### src/rtl/plp_pkg.sv
`default_nettype none
// ---------------------------------------------------------------------------
// plp_pkg: shared types and constants of the perspective line projector
// Payload structs, register indexes and divider chain sizing.
// ---------------------------------------------------------------------------
package plp_pkg;

	// divider chain: one quotient bit per cell
	localparam int unsigned NUM_BITS  = 62;
	localparam int unsigned DIV_STEPS = NUM_BITS;
	localparam int unsigned LANES     = 4;

	// configuration register indexes
	typedef enum logic [2:0] {
		REG_FOCAL       = 3'd0,
		REG_CENTER_X    = 3'd1,
		REG_CENTER_Y    = 3'd2,
		REG_HALF_WIDTH  = 3'd3,
		REG_HALF_HEIGHT = 3'd4
	} plp_reg_t;

	localparam logic [30:0] FOCAL_RST       = 31'd26214400;
	localparam logic [30:0] HALF_WIDTH_RST  = 31'd26214400;
	localparam logic [30:0] HALF_HEIGHT_RST = 31'd19660800;

	typedef struct packed {
		logic        [30:0] focal_distance;
		logic signed [31:0] center_x;
		logic signed [31:0] center_y;
		logic        [30:0] half_width;
		logic        [30:0] half_height;
	} plp_cfg_t;

	typedef struct packed {
		logic signed [31:0] start_x;
		logic signed [31:0] start_y;
		logic signed [31:0] start_z;
		logic signed [31:0] end_x;
		logic signed [31:0] end_y;
		logic signed [31:0] end_z;
		logic        [15:0] line_tag;
	} plp_in_t;

	typedef struct packed {
		logic signed [31:0] screen_x1;
		logic signed [31:0] screen_y1;
		logic signed [31:0] screen_x2;
		logic signed [31:0] screen_y2;
		logic        [15:0] tag_out;
		logic               start_fault;
		logic               end_fault;
	} plp_out_t;

	// one coordinate under division
	typedef struct packed {
		logic [31:0]         rem;   // partial remainder
		logic [NUM_BITS-1:0] acc;   // numerator bits left, quotient bits in
		logic [31:0]         dmag;  // denominator magnitude
		logic                neg;   // quotient sign
		logic                cpos;  // coordinate > 0
		logic                cneg;  // coordinate < 0
		logic                dz;    // denominator is zero
	} plp_lane_t;

	typedef struct packed {
		plp_lane_t [LANES-1:0] lane;
		logic      [15:0]      tag;
	} plp_div_t;

endpackage
`default_nettype wire

### src/rtl/plp_cfg_regs.sv
`default_nettype none
// ---------------------------------------------------------------------------
// plp_cfg_regs: configuration register file
// Five registers written by index; writes beyond the list are dropped.
// ---------------------------------------------------------------------------
module plp_cfg_regs (
	input  wire logic               clk,
	input  wire logic               arst_n,
	input  wire logic               cfg_valid,
	output logic                    cfg_ready,
	input  wire logic [2:0]         cfg_index,
	input  wire logic [31:0]        cfg_data,
	output plp_pkg::plp_cfg_t       cfg
);

	plp_pkg::plp_cfg_t cfg_q;

	assign cfg_ready = 1'b1;
	assign cfg       = cfg_q;

	// register writes
	always_ff @(posedge clk or negedge arst_n) begin
		if (!arst_n) begin
			cfg_q.focal_distance <= plp_pkg::FOCAL_RST;
			cfg_q.center_x       <= '0;
			cfg_q.center_y       <= '0;
			cfg_q.half_width     <= plp_pkg::HALF_WIDTH_RST;
			cfg_q.half_height    <= plp_pkg::HALF_HEIGHT_RST;
		end else if (cfg_valid) begin
			case (cfg_index)
				plp_pkg::REG_FOCAL:       cfg_q.focal_distance <= cfg_data[30:0];
				plp_pkg::REG_CENTER_X:    cfg_q.center_x       <= cfg_data;
				plp_pkg::REG_CENTER_Y:    cfg_q.center_y       <= cfg_data;
				plp_pkg::REG_HALF_WIDTH:  cfg_q.half_width     <= cfg_data[30:0];
				plp_pkg::REG_HALF_HEIGHT: cfg_q.half_height    <= cfg_data[30:0];
				default: ;
			endcase
		end
	end

endmodule
`default_nettype wire

### config.mk
export PLATFORM = sky130hd
export DESIGN_NAME = plp_cfg_regs
export DESIGN_NICKNAME = d
export VERILOG_FILES = /design/src/rtl/plp_pkg.sv /design/src/rtl/plp_cfg_regs.sv
export SDC_FILE = /design/constraint.sdc
export NUM_CORES = 1
export LEC_CHECK = 0
export ABC_AREA = 1
export ABC_CLOCK_PERIOD_IN_PS = 1770
export BUFFER_PORTS_ARGS = -buffer_cell sky130_fd_sc_hd__buf_2
export CELL_PAD_IN_SITES_DETAIL_PLACEMENT = 1
export CELL_PAD_IN_SITES_GLOBAL_PLACEMENT = 1
export CORE_MARGIN = 5
export CORE_UTILIZATION = 35
export DETAILED_ROUTE_END_ITERATION = 10
export PLACE_DENSITY_LB_ADDON = 0.05
export SYNTH_ARGS = -nofsm -noshare
export SYNTH_HDL_FRONTEND = slang
export SYNTH_SLANG_ARGS = --single-unit
### constraint.sdc
create_clock -name clk -period 1.77 [get_ports clk]
set_input_delay 0.354 -clock clk [delete_from_list [all_inputs] [get_ports clk]]
set_output_delay 0.354 -clock clk [all_outputs]
set_load 0.02 [all_outputs]
==> impl_metrics.toml <==
[status]
status = "finished clean"

[detailed_routing]
via_per_inst = 4.922
ant_nets = 0
vias = 5518
route.detailed.drc = 0
drtIter0Drc = 247
drt_wl_total_mm = 21.64
drt_pass1_iterations = 4
routedWlPerCell_um = 19.30

[clocking]
cts_tree = "built"
clockBufferDepth = 2
clk_pin_slew_ps = 60
cts_resized = 0
worstSkewPairLatency_ps = 420
cts_buffers = 17
hold_buffers = 1
root_buffer = "clkbuf_16"
cts_max_level = 4
numClockSinks = 157
cts_setup_buffers = 0

[critical_path]
crit_path_end_kind = "output pin"
critPathMaxFanout = 2
r2r-start = "cfg[54]$_DFFE_PN1P_"
slowest_stage = "dfstp_2"
crit_start = "cfg[54]$_DFFE_PN1P_"
critPathRequiredTime_ps = 1420
cp.arrival_ps = 1130
cp_num_buf_inv = 1
max_stage_delay_ps = 550
setup.worst_path.class = "reg -> out"
critPathTopFamily = "flip-flops"
cp_cell_sequence = "buf_2"
startpoint_type = "flop"

[sta]
finalCritPeriodShare = 0.8403
setup_viol = 0
setup_tns_ps = 0
rsz0062_at_grt = "no"
fin_crit_ps = 1487
skew_ps = 0
max_freq_mhz = 672.3
setup_ws_ps = 282.7
hold_violations = 0
maxSlewViolCount = 0

[global_route]
grt_most_used_layer = "met2"
grt_pass1_wl_mm = 33.71
grt_util_met2 = 0.3573
antenna_found_initial = 0
grt_pass1_vias = 5762
grtUsageMet1 = 0.2787
overflow = 0
grtUsageTotal = 0.2152
grt_start_max_net_pins = 59
met3_usage = 0.05794

[layout]
nNetsFinal = 921
area_growth_pct = 31.30
diodes = 0
layout_common_cells = "nand2_1, buf_2, dfrtp_1, nand3_1, clkbuf_16"
largest_reg_flops = 157
final_common_cell = "nand2_1"
num-fill-cells = 2085
drive_gt1_frac = 0.2946

[logic_synthesis]
synth.avg_cell_area_um2 = 8.959
syn_nets = 730
synth_cell_types = 12
ys_seq_area_frac = 0.6357
syn_area_um2 = 6200
yosysWarnings = 0
synth_seq_cells = 157
netlist_instances = 692

[floorplanning]
start_util = 0.3572
die_h_um = 143.1
dieArea_um2 = 20470
design.core.area_um2 = 17360
ios = 196
rows = 48
die_width_um = 143.1

[hold_path]
hp-class = "in -> reg"
hold_path.startpoint = "cfg_data[20]"

[power]
power_density_nw_per_um2 = 1412
p_leak_nw = 4.628
vdd_drop_max_mv = 0.7103
power_mw = 11.49

[place]
place.gp.congestion = 0.8128
preCtsSetupSlack_ps = 351.5
io_buffers = 194
hpwl_mm = 15.34

[job]
max_cap_viol_count = 0
==> synth_stat cells <==
cell,instances,share of area
nor2_4,4,0.0073
inv_1,1,0.00060
buf_4,5,0.0061
nor2_2,1,0.0010
dfstp_2,10,0.042
dfrtp_1,147,0.59
buf_2,33,0.027
conb_1,1,0.00060
clkbuf_1,6,0.0036
nand2_1,353,0.21
inv_2,5,0.0030
nand3_1,126,0.10
==> cells by family (layout without fill, tap and decap cells) <==
| family | after synthesis | in the layout | share of synthesized area |
|---|---|---|---|
| buf+inv | 50 | 254 | 0.03996 |
| simple gates | 484 | 484 | 0.3237 |
| flops | 157 | 157 | 0.6357 |
| other cells | 1 | 1 | 0.0006049 |
==> final cells by class <==
type	count	area (um^2)	share of cell area
sequential	157	3941	0.4842
multi-input combinational	485	2011	0.2470
timing repair buffer	216	1220	0.1499
clock buffer	21	450.4	0.05533
tap	225	281.5	0.03458
clock inverter	11	214.0	0.02628
inverter	6	22.52	0.002767
==> metrics by stage <==
step                std cells  utilization  cell area (um^2)  hold slack [ps]
floorplan                 692            -              6200            58.41
global placement         1088       0.4301              7466            316.8
detailed placement       1088       0.4301              7466            329.4
CTS                      1121       0.4690              8140            178.1
global route             1121       0.4690              8140            191.1
finish                   1121       0.4690              8140            199.9
==> layer usage <==
metal,vias up,routed length (um)
li1,2564,-
met1,2782,9273
met2,152,10580
met3,20,1506
met4,0,282
met5,-,0
==> power by group <==
| group | internal, mW | switching (mW) | total [mW] |
|---|---|---|---|
| Combinational | 0.805 | 1.83 | 2.64 |
| Clock | 2.68 | 1.45 | 4.13 |
| Sequential | 4.30 | 0.427 | 4.72 |
==> path summary, 6_finish.rpt <==
path	endpoint	slack, ps	cells past startpoint
worst max-delay path	cfg[54]	280	1
worst min-delay path	cfg[51]$_DFFE_PN1P_	200	3
worst max register to register	cfg[54]$_DFFE_PN1P_	1030	2
worst min register to register	cfg[18]$_DFFE_PN1P_	460	2
max in group asynchronous	cfg[135]$_DFFE_PN0P_	680	3
min in group asynchronous	cfg[156]$_DFFE_PN0P_	450	2
Note: power is estimated with default switching activity, not from simulation.
