<file path="config.mk">
export PLATFORM = sky130hd
export DESIGN_NAME = plp_div_cell
export DESIGN_NICKNAME = d
export VERILOG_FILES = /design/src/rtl/plp_pkg.sv /design/src/rtl/plp_div_cell.sv
export SDC_FILE = /design/constraint.sdc
export NUM_CORES = 1
export LEC_CHECK = 0
export ABC_AREA = 1
export BUFFER_PORTS_ARGS = -buffer_cell sky130_fd_sc_hd__buf_4
export CORE_AREA = 2 2 421 423
export CTS_CLUSTER_DIAMETER = 60
export DETAILED_ROUTE_END_ITERATION = 12
export DIE_AREA = 0 0 423 425
export SYNTH_ARGS = -nofsm -noshare
export SYNTH_HDL_FRONTEND = slang
export SYNTH_SLANG_ARGS = --single-unit
export TNS_END_PERCENT = 100
</file>
<file path="constraint.sdc">
create_clock -name clk -period 1.9 [get_ports clk]
set_input_delay 0.095 -clock clk [delete_from_list [all_inputs] [get_ports clk]]
set_output_delay 0.095 -clock clk [all_outputs]
set_load 0.02 [all_outputs]
</file>
<file path="src/rtl/plp_pkg.sv">
`default_nettype none
// ---------------------------------------------------------------------------
// plp_pkg: shared types and constants of the perspective line projector
// Payload structs, register indexes and divider chain sizing.
// ---------------------------------------------------------------------------
package plp_pkg;

	// divider chain: one quotient bit per cell
	localparam int unsigned NUM_BITS  = 62;
	localparam int unsigned DIV_STEPS = NUM_BITS;
	localparam int unsigned LANES     = 4;

	// configuration register indexes
	typedef enum logic [2:0] {
		REG_FOCAL       = 3'd0,
		REG_CENTER_X    = 3'd1,
		REG_CENTER_Y    = 3'd2,
		REG_HALF_WIDTH  = 3'd3,
		REG_HALF_HEIGHT = 3'd4
	} plp_reg_t;

	localparam logic [30:0] FOCAL_RST       = 31'd26214400;
	localparam logic [30:0] HALF_WIDTH_RST  = 31'd26214400;
	localparam logic [30:0] HALF_HEIGHT_RST = 31'd19660800;

	typedef struct packed {
		logic        [30:0] focal_distance;
		logic signed [31:0] center_x;
		logic signed [31:0] center_y;
		logic        [30:0] half_width;
		logic        [30:0] half_height;
	} plp_cfg_t;

	typedef struct packed {
		logic signed [31:0] start_x;
		logic signed [31:0] start_y;
		logic signed [31:0] start_z;
		logic signed [31:0] end_x;
		logic signed [31:0] end_y;
		logic signed [31:0] end_z;
		logic        [15:0] line_tag;
	} plp_in_t;

	typedef struct packed {
		logic signed [31:0] screen_x1;
		logic signed [31:0] screen_y1;
		logic signed [31:0] screen_x2;
		logic signed [31:0] screen_y2;
		logic        [15:0] tag_out;
		logic               start_fault;
		logic               end_fault;
	} plp_out_t;

	// one coordinate under division
	typedef struct packed {
		logic [31:0]         rem;   // partial remainder
		logic [NUM_BITS-1:0] acc;   // numerator bits left, quotient bits in
		logic [31:0]         dmag;  // denominator magnitude
		logic                neg;   // quotient sign
		logic                cpos;  // coordinate > 0
		logic                cneg;  // coordinate < 0
		logic                dz;    // denominator is zero
	} plp_lane_t;

	typedef struct packed {
		plp_lane_t [LANES-1:0] lane;
		logic      [15:0]      tag;
	} plp_div_t;

endpackage
`default_nettype wire

</file>
<file path="src/rtl/plp_div_cell.sv">
`default_nettype none
// ---------------------------------------------------------------------------
// plp_div_cell: one restoring division step for all four coordinates
// Shifts in one numerator bit, subtracts the divisor where it fits.
// ---------------------------------------------------------------------------
module plp_div_cell (
	input  wire logic               clk,
	input  wire logic               arst_n,
	input  wire logic               advance,
	input  wire logic               up_valid,
	input  wire plp_pkg::plp_div_t  up_data,
	output logic                    valid,
	output plp_pkg::plp_div_t       data
);

	logic              valid_q;
	plp_pkg::plp_div_t data_q;
	plp_pkg::plp_div_t step;

	// one quotient bit per lane
	always_comb begin
		logic [32:0] trial;
		logic [32:0] diff;
		step = up_data;
		for (int l = 0; l < plp_pkg::LANES; l++) begin
			trial = {up_data.lane[l].rem, up_data.lane[l].acc[plp_pkg::NUM_BITS-1]};
			diff  = trial - {1'b0, up_data.lane[l].dmag};
			if (!diff[32]) begin
				step.lane[l].rem = diff[31:0];
				step.lane[l].acc = {up_data.lane[l].acc[plp_pkg::NUM_BITS-2:0], 1'b1};
			end else begin
				step.lane[l].rem = trial[31:0];
				step.lane[l].acc = {up_data.lane[l].acc[plp_pkg::NUM_BITS-2:0], 1'b0};
			end
		end
	end

	always_ff @(posedge clk or negedge arst_n) begin
		if (!arst_n) begin
			valid_q <= 1'b0;
		end else if (advance) begin
			valid_q <= up_valid;
		end
	end

	always_ff @(posedge clk) begin
		if (advance) begin
			data_q <= step;
		end
	end

	assign valid = valid_q;
	assign data  = data_q;

endmodule
`default_nettype wire

</file>
==> metrics.txt <==
worst-skew pair later-pin latency 0.66 ns; Psw 13.5 mW; Final Max Slew Viols 0; die area 180,000 sq um; Critical Path RT 2.33 ns; failing checks hold timing, setup timing; most frequent cells in the layout buf_4 (1,658), nand2_1 (1,218), inv_1 (603); FF+latch count, synth between 500 and 600; CORE AREA about 180,000 sq um; Internal 28.6 mW; Max Freq 0.517 GHz; Final ANT Viol Nets 0; Avg Cell Area, Syn 8.82 sq um; All-Layer GR Usage 16.1%; worst hold start up_data[20]; global route overflow 0; most common cell after layout, fill and taps aside buf_4; Mapped Cells 3,261; Setup CP Type primary input to flop; number of global-route vias before repair 30,400; first-pass GRT wire length 210 mm; status finished, violations left; Fin Setup TNS -0.279 ns; clk_skew 0 ns; Layout Cells excl Fill 7,981; Hold Path Class primary input to flop; DR vias/cell 3.88; H-tree levels 3; Routed WL 155 mm; Reg-to-Reg Start valid$_DFFE_PN0P_; Tot Pwr ~42 mW; crit path from up_data[46]; final instance area roughly 54,000 sq um; FFs w/ async S/R, synth less than 1%; Max Root-Sink Buffers 3; sequential share of power between 30% and 40%; DP HPWL 125 mm; RR Endpoint valid$_DFFE_PN0P_; unrepaired setup endpoints after global routing true; DR iter-0 viols 2,179; drc violations 0; final period utilization 102%; nets@finish between 6,000 and 7,000; sequential area share after synthesis a little under three fifths; share of cells above drive strength 1 38.4%; IO buf count 1,076; routability cong. 0.944; CTS tree done; IO Pins 1,077; Gate power share 30.5%; Die Wd 423 microns; initial antenna violation count 40; MaxCap Viol Count 0; placed cell count 7,243; Worst Slack Setup Final -0.0357 ns; clock root buffer clkbuf_16; CP endpoint data[138]$_DFFE_PP_; Clk pwr share 33.9%; DRT Pass-1 Iters 6; Power Density roughly 780 nW/um^2; syn nets between 3,000 and 4,000; CP Capture Type flop; CP Max Fanout 8; WL/cell 19.4 microns; WHS -0.410 ns; Die Y 425 microns; WP data arrival 2.37 ns; largest net degree at the start of global routing 75; Peak supply drop between 0.0006 and 0.0007 V; final hold violations 2; switching share of total power 32.0%; Post-Syn Area 28,800 sq um; Layout area overhead 88.3%; # rows 154; # clock sinks 537; Initial Utilization between 10% and 20%; clock slew at reported path FFs ~0.060 ns; Final setup viols 20; count of cell types in the netlist 30; Leak about 26 nW; CP startpoint kind primary input; Register-to-Register Path Depth 1; Yosys warning count 0; dpl cell area between 40,000 and 50,000 sq um; routed vias ~31,000; Tmin final slightly below 2 ns; number of synthesized flops with an enable pin 536; Slew @ Worst Pin 0.588 ns; CTS Buf Count 76; reg2reg setup slack about 1.1 ns; main flop type after synthesis edfxtp_1; Slew HR about three fifths
-- worst min-delay path by stage --
stage	endpoint	slack [ns]	depth (start not counted)
global placement	valid$_DFFE_PN0P_	-0.08	1
global route	data[20]$_DFFE_PP_	-0.47	1
CTS	data[20]$_DFFE_PP_	-0.51	1
finish	data[20]$_DFFE_PP_	-0.41	1
detailed placement	valid$_DFFE_PN0P_	-0.08	1
floorplan	valid$_DFFE_PN0P_	-0.20	0
-- cell usage after synthesis (22+ instances only) --
cell      number  share of area [%]
nand2_1     1326                 17
inv_1        632                8.2
edfxtp_1     536                 56
nor2_1       153                2.0
nand3_1      130                2.3
ha_1         128                5.6
a21oi_1       95                1.7
xor2_1        56                1.7
nand2_2       41               0.89
nand4_1       32               0.70
nor3_1        24               0.42
buf_6         22               0.86
o21bai_1      22               0.57
-- power groups by stage --
| stage | registers (mW) | logic (mW) | clock network, mW |
|---|---|---|---|
| 6_report | 15.0 | 12.8 | 14.2 |
| 5_1_grt | 15.0 | 13.7 | 15.0 |
| 4_1_cts | 15.0 | 12.0 | 14.6 |
| 3_5_place_dp | 15.2 | 11.0 | 0 |
| 3_3_place_gp | 15.2 | 11.0 | 0 |
| 2_1_floorplan | 16.5 | 3.28 | 0 |
-- critical path, cell delays in order --
cell and delay, ns:
dlygate4sd3_1 0.54, buf_4 0.14, inv_1 0.10, ha_4 0.22, nand2_2 0.09, inv_1 0.04
nand2_1 0.08, nand2_1 0.11, nand2_2 0.08, nand2_2 0.06, a21oi_4 0.18, nand2_4 0.09
nand2_4 0.12, nand2_8 0.11, clkbuf_16 0.19, nand2_2 0.06, nand2_1 0.05
-- per-layer routing --
layer | vias to the layer above | share of wire (%) | global-route usage [%]
li1 | 14900 | - | -
met1 | 14700 | 39 | 18.7
met2 | 1089 | 51 | 28.9
met3 | 244 | 7.0 | 3.58
met4 | 34 | 3.6 | 5.66
met5 | - | 0.15 | 0
-- stage by stage --
step / hold WS, ns / worst slack, ns / utilization (%)
floorplan: -0.201 / 0.0127 / -
global placement: -0.0783 / -0.378 / 25.2
detailed placement: -0.0806 / -0.400 / 25.2
CTS: -0.507 / 0.000553 / 29.7
global route: -0.469 / -0.0628 / 30.9
finish: -0.410 / -0.0357 / 30.9
-- cell families (layout without fill, tap and decap cells) --
family	after synthesis	after routing	share of synthesized area, %
simple gates	1741	1746	24.4
fa+ha+maj	132	132	5.85
flops	537	537	56.1
other cells	0	17	0
buf+inv	658	3016	9.21
xor+xnor	60	60	1.83
compound gates	132	132	2.59
mux	1	1	0.0392
-- flip-flops by register name (all words and copies together) (netlist names) --
register / count
data: 536
valid: 1
-- what timing repair did --
action                                  CTS  global route
endpoints found under the hold margin   653            13
endpoints found under the setup margin    0           130
hold buffers                            541            12
setup buffers                             0            20
gates resized for setup                   0           345
-- area by class of cell --
class	count	area, sq um
fillers	18200	121000
flip-flops and latches	537	16100
multi-input cells	2071	11500
clock buffers	86	1940
well taps	2340	2930
clock inverters	51	564
inverters	634	2380
diodes	17	42.5
repair buffers	2245	18700
Power figures use the tool's default switching activity.
